--- src/design/mfdm_pkg.sv ---
// shared types, constants and helpers for the motor feedback decoder
`default_nettype none

package mfdm_pkg;

    // decoded-frame queue between front and back
    localparam int FIFO_DEPTH = 8;
    localparam int FIFO_AW    = $clog2(FIFO_DEPTH);
    localparam int FIFO_CW    = $clog2(FIFO_DEPTH + 1);

    // configuration port
    localparam int CFG_IDX_W  = 3;
    localparam int CFG_DATA_W = 32;

    // stream widths
    localparam int IN_DATA_W  = 64;
    localparam int OUT_DATA_W = 168;

    // angle constants in q16.16 degrees
    localparam logic signed [32:0] HALF_TURN_Q16 = 33'sd11796480;
    localparam logic signed [40:0] FULL_TURN_Q16 = 41'sd23592960;
    localparam logic signed [15:0] TURN_LIMIT    = 16'sd32767;

    // status code that marks a motor online and running
    localparam logic [3:0] STATUS_NORMAL = 4'd1;

    typedef enum logic [CFG_IDX_W-1:0] {
        REG_ANGLE_GAIN   = 3'd0,
        REG_ANGLE_BASE   = 3'd1,
        REG_SPEED_GAIN   = 3'd2,
        REG_SPEED_BASE   = 3'd3,
        REG_TORQUE_GAIN  = 3'd4,
        REG_TORQUE_BASE  = 3'd5,
        REG_TOTAL_OFFSET = 3'd6
    } cfg_index_t;

    typedef struct packed {
        logic        [31:0] angle_gain;
        logic signed [31:0] angle_base;
        logic        [31:0] speed_gain;
        logic signed [31:0] speed_base;
        logic        [31:0] torque_gain;
        logic signed [31:0] torque_base;
        logic signed [31:0] total_offset;
    } cfg_t;

    // one scaled frame as it travels through the queue
    typedef struct packed {
        logic        [3:0]  status;
        logic signed [31:0] angle;
        logic signed [31:0] speed;
        logic signed [31:0] torque;
        logic signed [7:0]  temperature;
    } feedback_t;

    // base + scaled term, clipped to the signed 32-bit range
    function automatic logic signed [31:0] sat_scale(input logic signed [31:0] base,
                                                     input logic [31:0] prod);
        logic [33:0] sum;
        sum = {{2{base[31]}}, base} + {2'b00, prod};
        // the scaled term is never negative, so only the upper limit can be crossed
        if (!sum[33] && (sum[32] || sum[31])) begin
            sat_scale = 32'sh7fffffff;
        end else begin
            sat_scale = sum[31:0];
        end
    endfunction

endpackage

`default_nettype wire

--- src/design/mfdm_front.sv ---
// front end: accepts frames, unpacks fields and scales them into the queue
`default_nettype none

module mfdm_front
    import mfdm_pkg::*;
(
    input  wire logic                 aclk,
    input  wire logic                 aresetn,
    input  wire logic                 s_tvalid,
    output logic                      s_tready,
    input  wire logic [IN_DATA_W-1:0] s_tdata,  // frame_data
    input  wire cfg_t                 cfg,
    input  wire logic [FIFO_CW-1:0]   fifo_level,
    output logic                      push,
    output feedback_t                 push_item
);

    logic              accept;
    logic [FIFO_CW:0]  committed;
    logic [47:0]       p_full;
    logic [43:0]       v_full;
    logic [43:0]       t_full;

    logic              s1_valid_reg;
    logic              s1_valid_next;
    logic [31:0]       p_prod_reg;
    logic [27:0]       v_prod_reg;
    logic [27:0]       t_prod_reg;
    logic [3:0]        status_reg;
    logic [7:0]        temp_reg;

    // credit check: queue entries in use plus the frame in the multiplier stage
    assign committed = {1'b0, fifo_level} + {{FIFO_CW{1'b0}}, s1_valid_reg};
    assign s_tready  = committed < (FIFO_CW + 1)'(FIFO_DEPTH);
    assign accept    = s_tvalid && s_tready;

    // raw count times gain, one multiplier per field
    assign p_full = 48'(s_tdata[55:40]) * 48'(cfg.angle_gain);
    assign v_full = 44'(s_tdata[39:28]) * 44'(cfg.speed_gain);
    assign t_full = 44'(s_tdata[27:16]) * 44'(cfg.torque_gain);

    assign s1_valid_next = accept;

    always_ff @(posedge aclk) begin
        if (!aresetn) begin
            s1_valid_reg <= 1'b0;
        end else begin
            s1_valid_reg <= s1_valid_next;
        end
    end

    // product stage keeps the integer part of each q16.16 product
    always_ff @(posedge aclk) begin
        if (accept) begin
            p_prod_reg <= p_full[47:16];
            v_prod_reg <= v_full[43:16];
            t_prod_reg <= t_full[43:16];
            status_reg <= s_tdata[63:60];
            temp_reg   <= s_tdata[7:0];
        end
    end

    // add base and clip, straight into the queue
    always_comb begin
        push_item.status      = status_reg;
        push_item.angle       = sat_scale(cfg.angle_base, p_prod_reg);
        push_item.speed       = sat_scale(cfg.speed_base, {4'b0000, v_prod_reg});
        push_item.torque      = sat_scale(cfg.torque_base, {4'b0000, t_prod_reg});
        push_item.temperature = temp_reg;
    end

    assign push = s1_valid_reg;

endmodule

`default_nettype wire

--- src/design/mfdm_fifo.sv ---
// short queue of scaled frames between front and back
`default_nettype none

module mfdm_fifo
    import mfdm_pkg::*;
(
    input  wire logic               aclk,
    input  wire logic               aresetn,
    input  wire logic               push,
    input  wire feedback_t          push_item,
    input  wire logic               pop,
    output feedback_t               head_item,
    output logic                    not_empty,
    output logic [FIFO_CW-1:0]      level
);

    feedback_t            mem_reg [FIFO_DEPTH];
    logic [FIFO_AW-1:0]   wr_ptr_reg;
    logic [FIFO_AW-1:0]   wr_ptr_next;
    logic [FIFO_AW-1:0]   rd_ptr_reg;
    logic [FIFO_AW-1:0]   rd_ptr_next;
    logic [FIFO_CW-1:0]   count_reg;
    logic [FIFO_CW-1:0]   count_next;
    logic                 do_pop;

    assign not_empty = count_reg != '0;
    assign level     = count_reg;
    assign head_item = mem_reg[rd_ptr_reg];
    assign do_pop    = pop && not_empty;

    // pointer and fill count update
    always_comb begin
        wr_ptr_next = wr_ptr_reg;
        rd_ptr_next = rd_ptr_reg;
        count_next  = count_reg;
        if (push) begin
            wr_ptr_next = (wr_ptr_reg == FIFO_AW'(FIFO_DEPTH - 1)) ? '0 : wr_ptr_reg + 1'b1;
        end
        if (do_pop) begin
            rd_ptr_next = (rd_ptr_reg == FIFO_AW'(FIFO_DEPTH - 1)) ? '0 : rd_ptr_reg + 1'b1;
        end
        if (push && !do_pop) begin
            count_next = count_reg + 1'b1;
        end else if (!push && do_pop) begin
            count_next = count_reg - 1'b1;
        end
    end

    always_ff @(posedge aclk) begin
        if (!aresetn) begin
            wr_ptr_reg <= '0;
            rd_ptr_reg <= '0;
            count_reg  <= '0;
        end else begin
            wr_ptr_reg <= wr_ptr_next;
            rd_ptr_reg <= rd_ptr_next;
            count_reg  <= count_next;
        end
    end

    // storage
    always_ff @(posedge aclk) begin
        if (push) begin
            mem_reg[wr_ptr_reg] <= push_item;
        end
    end

endmodule

`default_nettype wire

--- src/design/mfdm_back.sv ---
// back end: turn tracking, total angle and the output register
`default_nettype none

module mfdm_back
    import mfdm_pkg::*;
(
    input  wire logic                  aclk,
    input  wire logic                  aresetn,
    input  wire logic                  fifo_not_empty,
    input  wire feedback_t             head_item,
    output logic                       pop,
    input  wire logic signed [31:0]    total_offset,
    output logic                       m_tvalid,
    input  wire logic                  m_tready,
    // status_code, angle, speed, torque, temperature, turn_count, accum_angle,
    // online_refresh, two zero pad bits
    output logic [OUT_DATA_W-1:0]      m_tdata
);

    logic                     a_ready;
    logic                     b_ready;
    logic signed [32:0]       diff;
    logic                     wrap_down;
    logic                     wrap_up;
    logic signed [40:0]       total;

    logic                     a_valid_reg;
    logic                     a_valid_next;
    feedback_t                a_item_reg;
    logic signed [31:0]       last_angle_reg;
    logic signed [31:0]       last_angle_next;
    logic signed [15:0]       turns_reg;
    logic signed [15:0]       turns_next;
    logic signed [40:0]       turns_q_reg;
    logic signed [40:0]       turns_q_next;
    logic                     m_tvalid_reg;
    logic                     m_tvalid_next;
    logic [OUT_DATA_W-1:0]    m_tdata_reg;
    logic [OUT_DATA_W-1:0]    m_tdata_next;

    // handshake between tracking stage and output register
    assign b_ready = !m_tvalid_reg || m_tready;
    assign a_ready = !a_valid_reg || b_ready;
    assign pop     = fifo_not_empty && a_ready;

    // jump from the previous angle, strict half-turn compare
    assign diff      = {head_item.angle[31], head_item.angle}
                     - {last_angle_reg[31], last_angle_reg};
    assign wrap_down = diff > HALF_TURN_Q16;
    assign wrap_up   = diff < -HALF_TURN_Q16;

    // turn counter and its q16.16 image move together, saturating at the limit
    always_comb begin
        turns_next      = turns_reg;
        turns_q_next    = turns_q_reg;
        last_angle_next = last_angle_reg;
        if (pop) begin
            last_angle_next = head_item.angle;
            if (wrap_down) begin
                if (turns_reg > -TURN_LIMIT) begin
                    turns_next   = turns_reg - 16'sd1;
                    turns_q_next = turns_q_reg - FULL_TURN_Q16;
                end
            end else if (wrap_up) begin
                if (turns_reg < TURN_LIMIT) begin
                    turns_next   = turns_reg + 16'sd1;
                    turns_q_next = turns_q_reg + FULL_TURN_Q16;
                end
            end
        end
    end

    assign a_valid_next = a_ready ? pop : a_valid_reg;

    // the tracking stage loads on every pop, so the turn registers always
    // belong to the frame held there
    assign total = turns_q_reg
                 + {{9{a_item_reg.angle[31]}}, a_item_reg.angle}
                 - {{9{total_offset[31]}}, total_offset};

    always_comb begin
        m_tvalid_next = b_ready ? a_valid_reg : m_tvalid_reg;
        m_tdata_next  = {2'b00,
                         a_item_reg.status == STATUS_NORMAL,
                         total,
                         turns_reg,
                         a_item_reg.temperature,
                         a_item_reg.torque,
                         a_item_reg.speed,
                         a_item_reg.angle,
                         a_item_reg.status};
    end

    always_ff @(posedge aclk) begin
        if (!aresetn) begin
            a_valid_reg    <= 1'b0;
            m_tvalid_reg   <= 1'b0;
            last_angle_reg <= '0;
            turns_reg      <= '0;
            turns_q_reg    <= '0;
        end else begin
            a_valid_reg    <= a_valid_next;
            m_tvalid_reg   <= m_tvalid_next;
            last_angle_reg <= last_angle_next;
            turns_reg      <= turns_next;
            turns_q_reg    <= turns_q_next;
        end
    end

    // payload registers
    always_ff @(posedge aclk) begin
        if (pop) begin
            a_item_reg <= head_item;
        end
        if (a_valid_reg && b_ready) begin
            m_tdata_reg <= m_tdata_next;
        end
    end

    assign m_tvalid = m_tvalid_reg;
    assign m_tdata  = m_tdata_reg;

endmodule

`default_nettype wire

--- src/design/motor_feedback_decode_multiturn.sv ---
// Motor feedback frame decoder with multi-turn angle tracking. Takes one
// 64-bit feedback frame per transaction and returns one decoded transaction:
// scaled angle, speed and torque (base + raw*gain >> 16, clipped to 32 bits),
// temperature, a saturating turn counter and the total angle
// 360*turns + angle - total_offset. Throughput is one frame per clock while
// m_tready and the queue credit allow; a frame passes the gain multiplier
// stage, the eight-entry queue write, the turn tracking stage and the output
// register. The front end stalls only when the queue plus the multiplier
// stage hold eight frames. Configuration gains apply at frame acceptance,
// bases and offset later; write them only while the block is idle.
`default_nettype none

module motor_feedback_decode_multiturn
    import mfdm_pkg::*;
(
    input  wire logic                  aclk,
    input  wire logic                  aresetn,
    input  wire logic                  cfg_we,
    input  wire logic [CFG_IDX_W-1:0]  cfg_index,
    input  wire logic [CFG_DATA_W-1:0] cfg_wdata,
    input  wire logic                  s_tvalid,
    output logic                       s_tready,
    input  wire logic [IN_DATA_W-1:0]  s_tdata,  // frame_data
    output logic                       m_tvalid,
    input  wire logic                  m_tready,
    // status_code, angle, speed, torque, temperature, turn_count, accum_angle,
    // online_refresh, two zero pad bits
    output logic [OUT_DATA_W-1:0]      m_tdata
);

    cfg_t                cfg_reg;
    cfg_t                cfg_next;
    logic                push;
    feedback_t           push_item;
    logic                pop;
    feedback_t           head_item;
    logic                fifo_not_empty;
    logic [FIFO_CW-1:0]  fifo_level;

    // configuration register file
    always_comb begin
        cfg_next = cfg_reg;
        if (cfg_we) begin
            case (cfg_index_t'(cfg_index))
                REG_ANGLE_GAIN:   cfg_next.angle_gain   = cfg_wdata;
                REG_ANGLE_BASE:   cfg_next.angle_base   = cfg_wdata;
                REG_SPEED_GAIN:   cfg_next.speed_gain   = cfg_wdata;
                REG_SPEED_BASE:   cfg_next.speed_base   = cfg_wdata;
                REG_TORQUE_GAIN:  cfg_next.torque_gain  = cfg_wdata;
                REG_TORQUE_BASE:  cfg_next.torque_base  = cfg_wdata;
                REG_TOTAL_OFFSET: cfg_next.total_offset = cfg_wdata;
                default: begin
                    cfg_next = cfg_reg;
                end
            endcase
        end
    end

    always_ff @(posedge aclk) begin
        if (!aresetn) begin
            cfg_reg <= '0;
        end else begin
            cfg_reg <= cfg_next;
        end
    end

    // unpack and scale
    mfdm_front u_front (
        .aclk       (aclk),
        .aresetn    (aresetn),
        .s_tvalid   (s_tvalid),
        .s_tready   (s_tready),
        .s_tdata    (s_tdata),
        .cfg        (cfg_reg),
        .fifo_level (fifo_level),
        .push       (push),
        .push_item  (push_item)
    );

    // decoupling queue
    mfdm_fifo u_fifo (
        .aclk      (aclk),
        .aresetn   (aresetn),
        .push      (push),
        .push_item (push_item),
        .pop       (pop),
        .head_item (head_item),
        .not_empty (fifo_not_empty),
        .level     (fifo_level)
    );

    // turn tracking and output
    mfdm_back u_back (
        .aclk           (aclk),
        .aresetn        (aresetn),
        .fifo_not_empty (fifo_not_empty),
        .head_item      (head_item),
        .pop            (pop),
        .total_offset   (cfg_reg.total_offset),
        .m_tvalid       (m_tvalid),
        .m_tready       (m_tready),
        .m_tdata        (m_tdata)
    );

`ifndef SYNTHESIS
    // the credit check must keep the queue from overflowing
    assert property (@(posedge aclk) disable iff (!aresetn)
        push |-> (fifo_level < FIFO_CW'(FIFO_DEPTH)) || pop)
        else $error("queue written while full");

    assert property (@(posedge aclk) disable iff (!aresetn)
        fifo_level <= FIFO_CW'(FIFO_DEPTH))
        else $error("queue level beyond depth");

    // turn counter never leaves its saturating range
    assert property (@(posedge aclk) disable iff (!aresetn)
        m_tvalid |-> m_tdata[123:108] != 16'h8000)
        else $error("turn counter out of range");

    // refresh flag follows the reported status
    assert property (@(posedge aclk) disable iff (!aresetn)
        m_tvalid |-> m_tdata[165] == (m_tdata[3:0] == STATUS_NORMAL))
        else $error("online refresh does not match status");
`endif

endmodule

`default_nettype wire
--- config.mk ---
export PLATFORM = sky130hd
export DESIGN_NAME = motor_feedback_decode_multiturn
export DESIGN_NICKNAME = d
export VERILOG_FILES = /design/src/design/mfdm_pkg.sv /design/src/design/mfdm_front.sv /design/src/design/mfdm_fifo.sv /design/src/design/mfdm_back.sv /design/src/design/motor_feedback_decode_multiturn.sv
export SDC_FILE = /design/constraint.sdc
export NUM_CORES = 2
export LEC_CHECK = 0
export BUFFER_PORTS_ARGS = -buffer_cell sky130_fd_sc_hd__clkbuf_2
export CAP_MARGIN = 40
export CELL_PAD_IN_SITES_DETAIL_PLACEMENT = 0
export CELL_PAD_IN_SITES_GLOBAL_PLACEMENT = 1
export CORE_UTILIZATION = 56
export DETAILED_ROUTE_END_ITERATION = 8
export HOLD_SLACK_MARGIN = 0.02
export PLACE_DENSITY_LB_ADDON = 0.12
export SYNTH_ARGS = -nofsm -noshare
export SYNTH_HDL_FRONTEND = slang
export SYNTH_SLANG_ARGS = --single-unit
export TNS_END_PERCENT = 50
--- constraint.sdc ---
create_clock -name aclk -period 30.6 [get_ports aclk]
set_clock_uncertainty 0.2 [all_clocks]
set_input_delay 7.65 -clock aclk [delete_from_list [all_inputs] [get_ports aclk]]
set_output_delay 7.65 -clock aclk [all_outputs]
set_load 0.02 [all_outputs]
**Word-level counts from Yosys, hierarchy flattened**

Memory sizes are Yosys's and may differ from the RTL's. A register that Yosys moved wholly into a read port is not among the register bits.
Index checks and enable logic that the tools add are counted.

- Memories: 1
- Register bits after elaboration: 700
- Output and inout port bits: 170
- Input port bits: 104
- Memory bits (writable): 864

- Reduce and logical (&&, ||, !) cells: 34
- Mux-type cells: 19
- $add $sub $neg: 15
- Order comparisons: 5
- Equality and inequality tests: 10
- Multiply operators: 3

Memories:

| name | words | bits a word | read ports | clocked after Yosys merged registers in | wr ports | RTL line | text |
|---|---|---|---|---|---|---|---|
| u_fifo.mem_reg | 8 | 108 | 1 | 1 | 1 | mfdm_fifo.sv:17 | `feedback_t mem_reg [FIFO_DEPTH];` |

Operator list:

| kind | number |
|---|---|
| $mux W41 | 4 |
| $mux W32 | 3 |
| $mul A12 B32 Y44 | 2 |
| $add A32 B29 Y33 | 2 |
| $mux W16 | 4 |
| $mul A16 B32 Y48 | 1 |
| $add A41 B26 Y41 const B | 1 |
| $add A41 B41 Y41 | 1 |
| $sub A41 B26 Y41 const B | 1 |
| $sub A41 B41 Y41 | 1 |
| $add A32 B33 Y34 | 1 |
| $gt A33 B25 Y1 const B | 1 |
| $lt A33 B25 Y1 const B | 1 |
| $sub A32 B32 Y33 | 1 |
| $add A16 B2 Y16 const B | 1 |
| $gt A16 B16 Y1 const B | 1 |
| $lt A16 B16 Y1 const B | 1 |
| $sub A16 B2 Y16 const B | 1 |
| $eq A3 B3 Y1 const B | 5 |
| $reduce_and A2 Y1 | 7 |
| $mux W3 | 4 |
| $logic_and A1 B1 Y1 | 9 |
| $mux W4 | 2 |
| $logic_not A1 Y1 | 7 |
| 15 further kinds | 24 |

**Depth between registers and ports, before layout**

- Word-level depth: 8
- Gate-level depth with buffers: 31

**Hierarchy**

From an unflattened synthesis, not the netlist that was laid out.

- Cells, all modules: 8866
- Area, all modules: 105334.8 um2

By module, submodules not included:

| module | instances | cells an instance | seq. area each (um2) | area an instance (um2) |
|---|---|---|---|---|
| mfdm_front | 1 | 5244 | 3022.9 | 46374.5 |
| mfdm_fifo | 1 | 1321 | 26205.1 | 33434.6 |
| mfdm_back | 1 | 1534 | 9669.3 | 17441.7 |
| motor_feedback_decode_multiturn | 1 | 767 | 4484.3 | 8084.0 |

**Worst setup path before layout**

No wires, ideal clock.

- Kind: input to register
- Start: input port m_tready
- End: register u_back.m_tdata_reg[0] (netlist: u_back.m_tdata[0]), enable pin
- Arrival: 15045 ps
- Stages on the path: 2
- Setup slack: 14641 ps
- Library setup time: 714 ps
- Cell sequence: nor2b_1 -> nor2b_1

- Word-level cells in the longest chain between the ends: 2

Ends and longest elaborated chain:

| element | RTL line | text |
|---|---|---|
| from (decl) | motor_feedback_decode_multiturn.sv:25 | `input wire logic m_tready,` |
| $logic_or A1 B1 Y1 | mfdm_back.sv:42 | `assign b_ready = !m_tvalid_reg \|\| m_tready;` |
| $logic_and A1 B1 Y1 | mfdm_back.sv:115 | `if (a_valid_reg && b_ready) begin` |
| to (signal assigned) | mfdm_back.sv:116 | `m_tdata_reg <= m_tdata_next;` |
| to (decl) | mfdm_back.sv:38 | `logic [OUT_DATA_W-1:0] m_tdata_reg;` |

Every way passes these cells.
A chain may end at the register's enable or synchronous reset.

**Final worst setup path**

- Start: input port s_tdata[41]
- End: register u_front.p_prod_reg[31], data pin

- Word-level cells in the longest chain between the ends: 1

Ends and longest elaborated chain:

| element | RTL line | text |
|---|---|---|
| from (decl) | motor_feedback_decode_multiturn.sv:23 | `input wire logic [IN_DATA_W-1:0] s_tdata,` |
| $mul A16 B32 Y48 | mfdm_front.sv:38 | `assign p_full = 48'(s_tdata[55:40]) * 48'(cfg.angle_gain);` |
| via u_front.p_full[47] | mfdm_front.sv:20 | `logic [47:0] p_full;` |
| to (signal assigned) | mfdm_front.sv:55 | `p_prod_reg <= p_full[47:16];` |
| to (decl) | mfdm_front.sv:26 | `logic [31:0] p_prod_reg;` |

The timed path passes the listed nets, and every way through them passes these cells.

==> flow_metrics.py <==
metrics = {
    "run_status": {
        "status": "finished clean",
    },
    "timing": {
        "fin_ws_ns": 15.88,
        "finalHoldWorstSlack_ns": 0.2166,
        "unrepaired_setup_endpoints_after_global_routing": "false",
        "slew_headroom_pct": 29.92,
        "slew_viol_final": 0,
        "fin_crit_ns": 14.72,
        "final_period_util_pct": 48.10,
        "max_freq_ghz": 0.06794,
        "worst_pin_slew_ns": 1.051,
        "setup_viol_count_final": 0,
        "setup_tns_ns": 0,
        "hold_viol": 0,
    },
    "clock_tree": {
        "clock_sink_count": 1548,
        "postCtsHoldBufs": 0,
        "cts-buffers-inserted": 154,
        "worst_skew_pair.late_latency_ns": 0.81,
        "clock_tree.root_cell": "sky130_fd_sc_hd__clkbuf_16",
        "ctsHtreeMaxLevel": 4,
        "cts_buffer_depth": 3,
        "tritoncts": "done",
        "worst_setup_hold_path_clk_slew_ns": 0.06,
        "cts_setup_buffers": 0,
        "post_cts.resized_instances": 0,
    },
    "worst_setup_path": {
        "crit_path_class": "in2reg",
        "critical_path.reg2reg.endpoint": "u_back.turns_q_reg[40]",
        "worstPathArrival_ns": 15.04,
        "critical_path_required_ns": 30.92,
        "setup_slack_on_the_worst_flop_to_flop_path_ns": 19.74,
        "critical_path.endpoint_type": "register",
        "path_max_fanout": 31,
        "rr_worst_depth": 34,
        "critical_path.startpoint_type": "primary input",
    },
    "detailed_routing": {
        "via_per_inst": 5.687,
        "detail_route.drc_violations": 0,
        "number_of_detailed_routing_iterations_run_before_antenna_repair": 6,
        "routed_via_count": 64350,
        "route.detailed.wl_per_inst_um": 22.25,
        "final_antenna_net_count": 0,
        "dr.first_iter.drc_count": 4984,
        "finalWirelength_um": 251800,
    },
    "floorplan": {
        "num_rows": 156,
        "floorplan.initialDensity_pct": 56.33,
        "fp.dieArea_sq_um": 183500,
        "die_x_um": 428.4,
        "pin_count": 274,
        "core_area_sq_um": 180700,
        "fp.dieH_um": 428.4,
    },
    "logic_synthesis": {
        "syn_inst": 8704,
        "synthDominantAreaCellType": "sky130_fd_sc_hd__edfxtp_1",
        "muxShareOfSynthArea_pct": 6.295,
        "synthMostInstantiatedCell": "sky130_fd_sc_hd__nand2_1",
        "synth-edff-count": 1238,
        "sequential_fraction_of_the_synthesis_area_pct": 42.61,
        "avgSynthCellArea_sq_um": 11.70,
        "synth_async_sr_flop_share_pct": 0,
        "ys_top_cells_by_area": "sky130_fd_sc_hd__edfxtp_1 (37%), sky130_fd_sc_hd__fa_1 (21%), sky130_fd_sc_hd__dfxtp_1 (6.1%)",
        "synth_top_cells_by_count": "sky130_fd_sc_hd__nand2_1 (1570), sky130_fd_sc_hd__edfxtp_1 (1238), sky130_fd_sc_hd__inv_1 (1151)",
        "synth.ff_latch_count": 1548,
        "ys.warnings.count": 0,
        "synth-compound-area-share_pct": 5.775,
        "mappedNetlistArea_sq_um": 101800,
        "synthSimpleGateAreaFrac_pct": 11.03,
        "synthAdderAreaFrac_pct": 26.59,
        "synth-xor-area-share_pct": 1.918,
        "synth.distinct_cells": 95,
        "synth_top_family_by_area": "adder cells",
        "yosysTopAreaCellShare_pct": 36.52,
        "synth_flop_cell": "sky130_fd_sc_hd__edfxtp_1",
    },
    "global_routing": {
        "grt_overflow_total": 0,
        "largest_net_degree_at_the_start_of_global_routing": 174,
        "global_route_wire_length_before_repair_um": 392000,
        "groute.usage.overall_pct": 27.91,
        "grt_pass1_vias": 65950,
        "grt_antenna_before_repair": 13,
    },
    "power": {
        "power_density_nw_per_um2": 72.64,
        "p_leak_nw": 43.24,
        "vdd_ir_drop_max_mv": 0.07401,
    },
    "layout": {
        "final_design_area_no_fill_sq_um": 110800,
        "finish.net_count": 10460,
        "drive_above_1_share_pct": 10.65,
        "final_util_pct": 61.29,
        "filler_cell_count": 14310,
        "largest_register_ffs": 864,
        "synthToLayoutAreaGrowth_pct": 8.820,
    },
    "worst_hold_path": {
        "hold_depth": 0,
        "hold_end": "u_back.m_tdata[72]",
        "hp-start": "u_back.a_item_reg[12]",
        "min_path_type": "reg2reg",
    },
    "placed_design": {
        "finalWeightedCongestion": 0.8780,
        "hpwl_um": 171400,
        "preCtsSetupSlack_ns": 15.13,
        "port_buffers": 259,
        "detailed_place.area_sq_um": 105700,
    },
    "run": {
        "count_of_maximum_capacitance_violations": 0,
    },
}
[final cells by class]
cell class	instances	area, sq um	share of cell area (%)
Sequential cell	1548	43390	39.17
Clock inverter	83	959.7	0.8662
Inverter	1152	4337	3.914
Multi-Input combinational cell	5604	52640	47.52
Timing Repair Buffer	354	2375	2.144
Clock buffer	200	4108	3.708
Tap cell	2370	2965	2.677
Antenna cell	3	7.507	0.006776
[worst max-delay path by stage]
stage | depth (start not counted) | startpoint | slack [ns] | to
after CTS | 27 | s_tdata[42] | 15.92 | u_front.p_prod_reg[31]
final | 27 | s_tdata[41] | 15.88 | u_front.p_prod_reg[31]
after global placement | 23 | s_tdata[31] | 14.80 | u_front.v_prod_reg[27]
after detailed placement | 27 | s_tdata[42] | 15.13 | u_front.p_prod_reg[31]
after global routing | 25 | s_tdata[32] | 15.57 | u_front.v_prod_reg[27]
after floorplan | 2 | m_tready | 14.64 | u_back.m_tdata[0]
[where the power goes]
group	total [W]	switching [W]	internal [W]
clock	0.00188	0.000828	0.00105
combinational	0.00326	0.00191	0.00135
sequential	0.00291	0.000159	0.00275
total	0.00805	0.00290	0.00515
[per-stage QoR]
stage / std cells / total power [W]
5_1_grt: 11310 / 0.008520
6_report: 11310 / 0.008048
3_3_place_gp: 11000 / 0.006103
4_1_cts: 11310 / 0.008076
2_1_floorplan: 8705 / 0.005381
3_5_place_dp: 11030 / 0.006179
[worst max-delay path: stages]
cell                       delay (ns)
sky130_fd_sc_hd__clkbuf_2        0.07
sky130_fd_sc_hd__buf_4           0.40
sky130_fd_sc_hd__nand2_1         0.15
sky130_fd_sc_hd__fa_1            0.57
sky130_fd_sc_hd__inv_1           0.05
sky130_fd_sc_hd__fa_1            0.54
sky130_fd_sc_hd__inv_1           0.06
sky130_fd_sc_hd__fa_1            0.50
sky130_fd_sc_hd__inv_1           0.05
sky130_fd_sc_hd__fa_1            0.55
sky130_fd_sc_hd__inv_1           0.06
sky130_fd_sc_hd__fa_1            0.50
sky130_fd_sc_hd__inv_1           0.06
sky130_fd_sc_hd__fa_1            0.47
sky130_fd_sc_hd__ha_1            0.32
sky130_fd_sc_hd__a211o_1         0.26
sky130_fd_sc_hd__a21oi_1         0.11
sky130_fd_sc_hd__o21ai_0         0.08
sky130_fd_sc_hd__a21oi_1         0.61
sky130_fd_sc_hd__o21a_1          0.34
sky130_fd_sc_hd__o21bai_1        0.25
sky130_fd_sc_hd__a41o_1          0.39
sky130_fd_sc_hd__o211a_1         0.26
sky130_fd_sc_hd__o21a_1          0.20
sky130_fd_sc_hd__o21a_1          0.21
sky130_fd_sc_hd__nor4_1          0.20
sky130_fd_sc_hd__a311oi_1        0.08
[layer usage]
layer | global-route usage (%) | vias up | wire length (um) | part of all wire, %
li1 | - | 29060 | - | -
met1 | 40.60 | 32830 | 111200 | 44
met2 | 43.52 | 2102 | 115400 | 46
met3 | 5.123 | 340 | 18740 | 7.4
met4 | 7.118 | 14 | 6319 | 2.5
met5 | 0 | - | 93 | 0.037
[kinds of logic after synthesis]
logic type	Yosys count
AO/OA/AOI/OAI	957
flip-flops	1548
other	1
multiplexers	356
AND/OR/NAND/NOR	2529
adder cells (fa/ha/maj)	1537
buffers and inverters	1553
XOR/XNOR	223
[cells in the final DEF, fill, tap and decap left out, types with 27 or more instances in the layout]
cell	synthesis	layout
sky130_fd_sc_hd__clkbuf_16	0	155
sky130_fd_sc_hd__and2_1	382	381
sky130_fd_sc_hd__mux4_2	216	216
sky130_fd_sc_hd__xor2_1	83	83
sky130_fd_sc_hd__clkbuf_1	365	39
sky130_fd_sc_hd__nor2b_1	53	52
sky130_fd_sc_hd__buf_4	2	68
sky130_fd_sc_hd__ha_1	493	493
sky130_fd_sc_hd__nand2b_1	45	45
sky130_fd_sc_hd__inv_1	1151	1150
sky130_fd_sc_hd__edfxtp_1	1238	1238
sky130_fd_sc_hd__nor3_1	61	57
sky130_fd_sc_hd__o21bai_1	31	30
sky130_fd_sc_hd__mux2i_1	29	28
sky130_fd_sc_hd__xnor2_1	140	140
sky130_fd_sc_hd__a21oi_1	479	479
sky130_fd_sc_hd__a21o_1	114	114
sky130_fd_sc_hd__dfxtp_1	310	307
sky130_fd_sc_hd__nand2_1	1570	1570
sky130_fd_sc_hd__clkbuf_2	0	259
sky130_fd_sc_hd__and3_1	28	28
sky130_fd_sc_hd__o21a_1	57	57
sky130_fd_sc_hd__mux2_2	110	110
sky130_fd_sc_hd__o21ai_0	109	109
sky130_fd_sc_hd__nor2_1	245	235
sky130_fd_sc_hd__nand3_1	48	48
sky130_fd_sc_hd__fa_1	1044	1044
sky130_fd_sc_hd__clkinv_1	0	27
No activity file was read; power rests on OpenSTA's default activity.
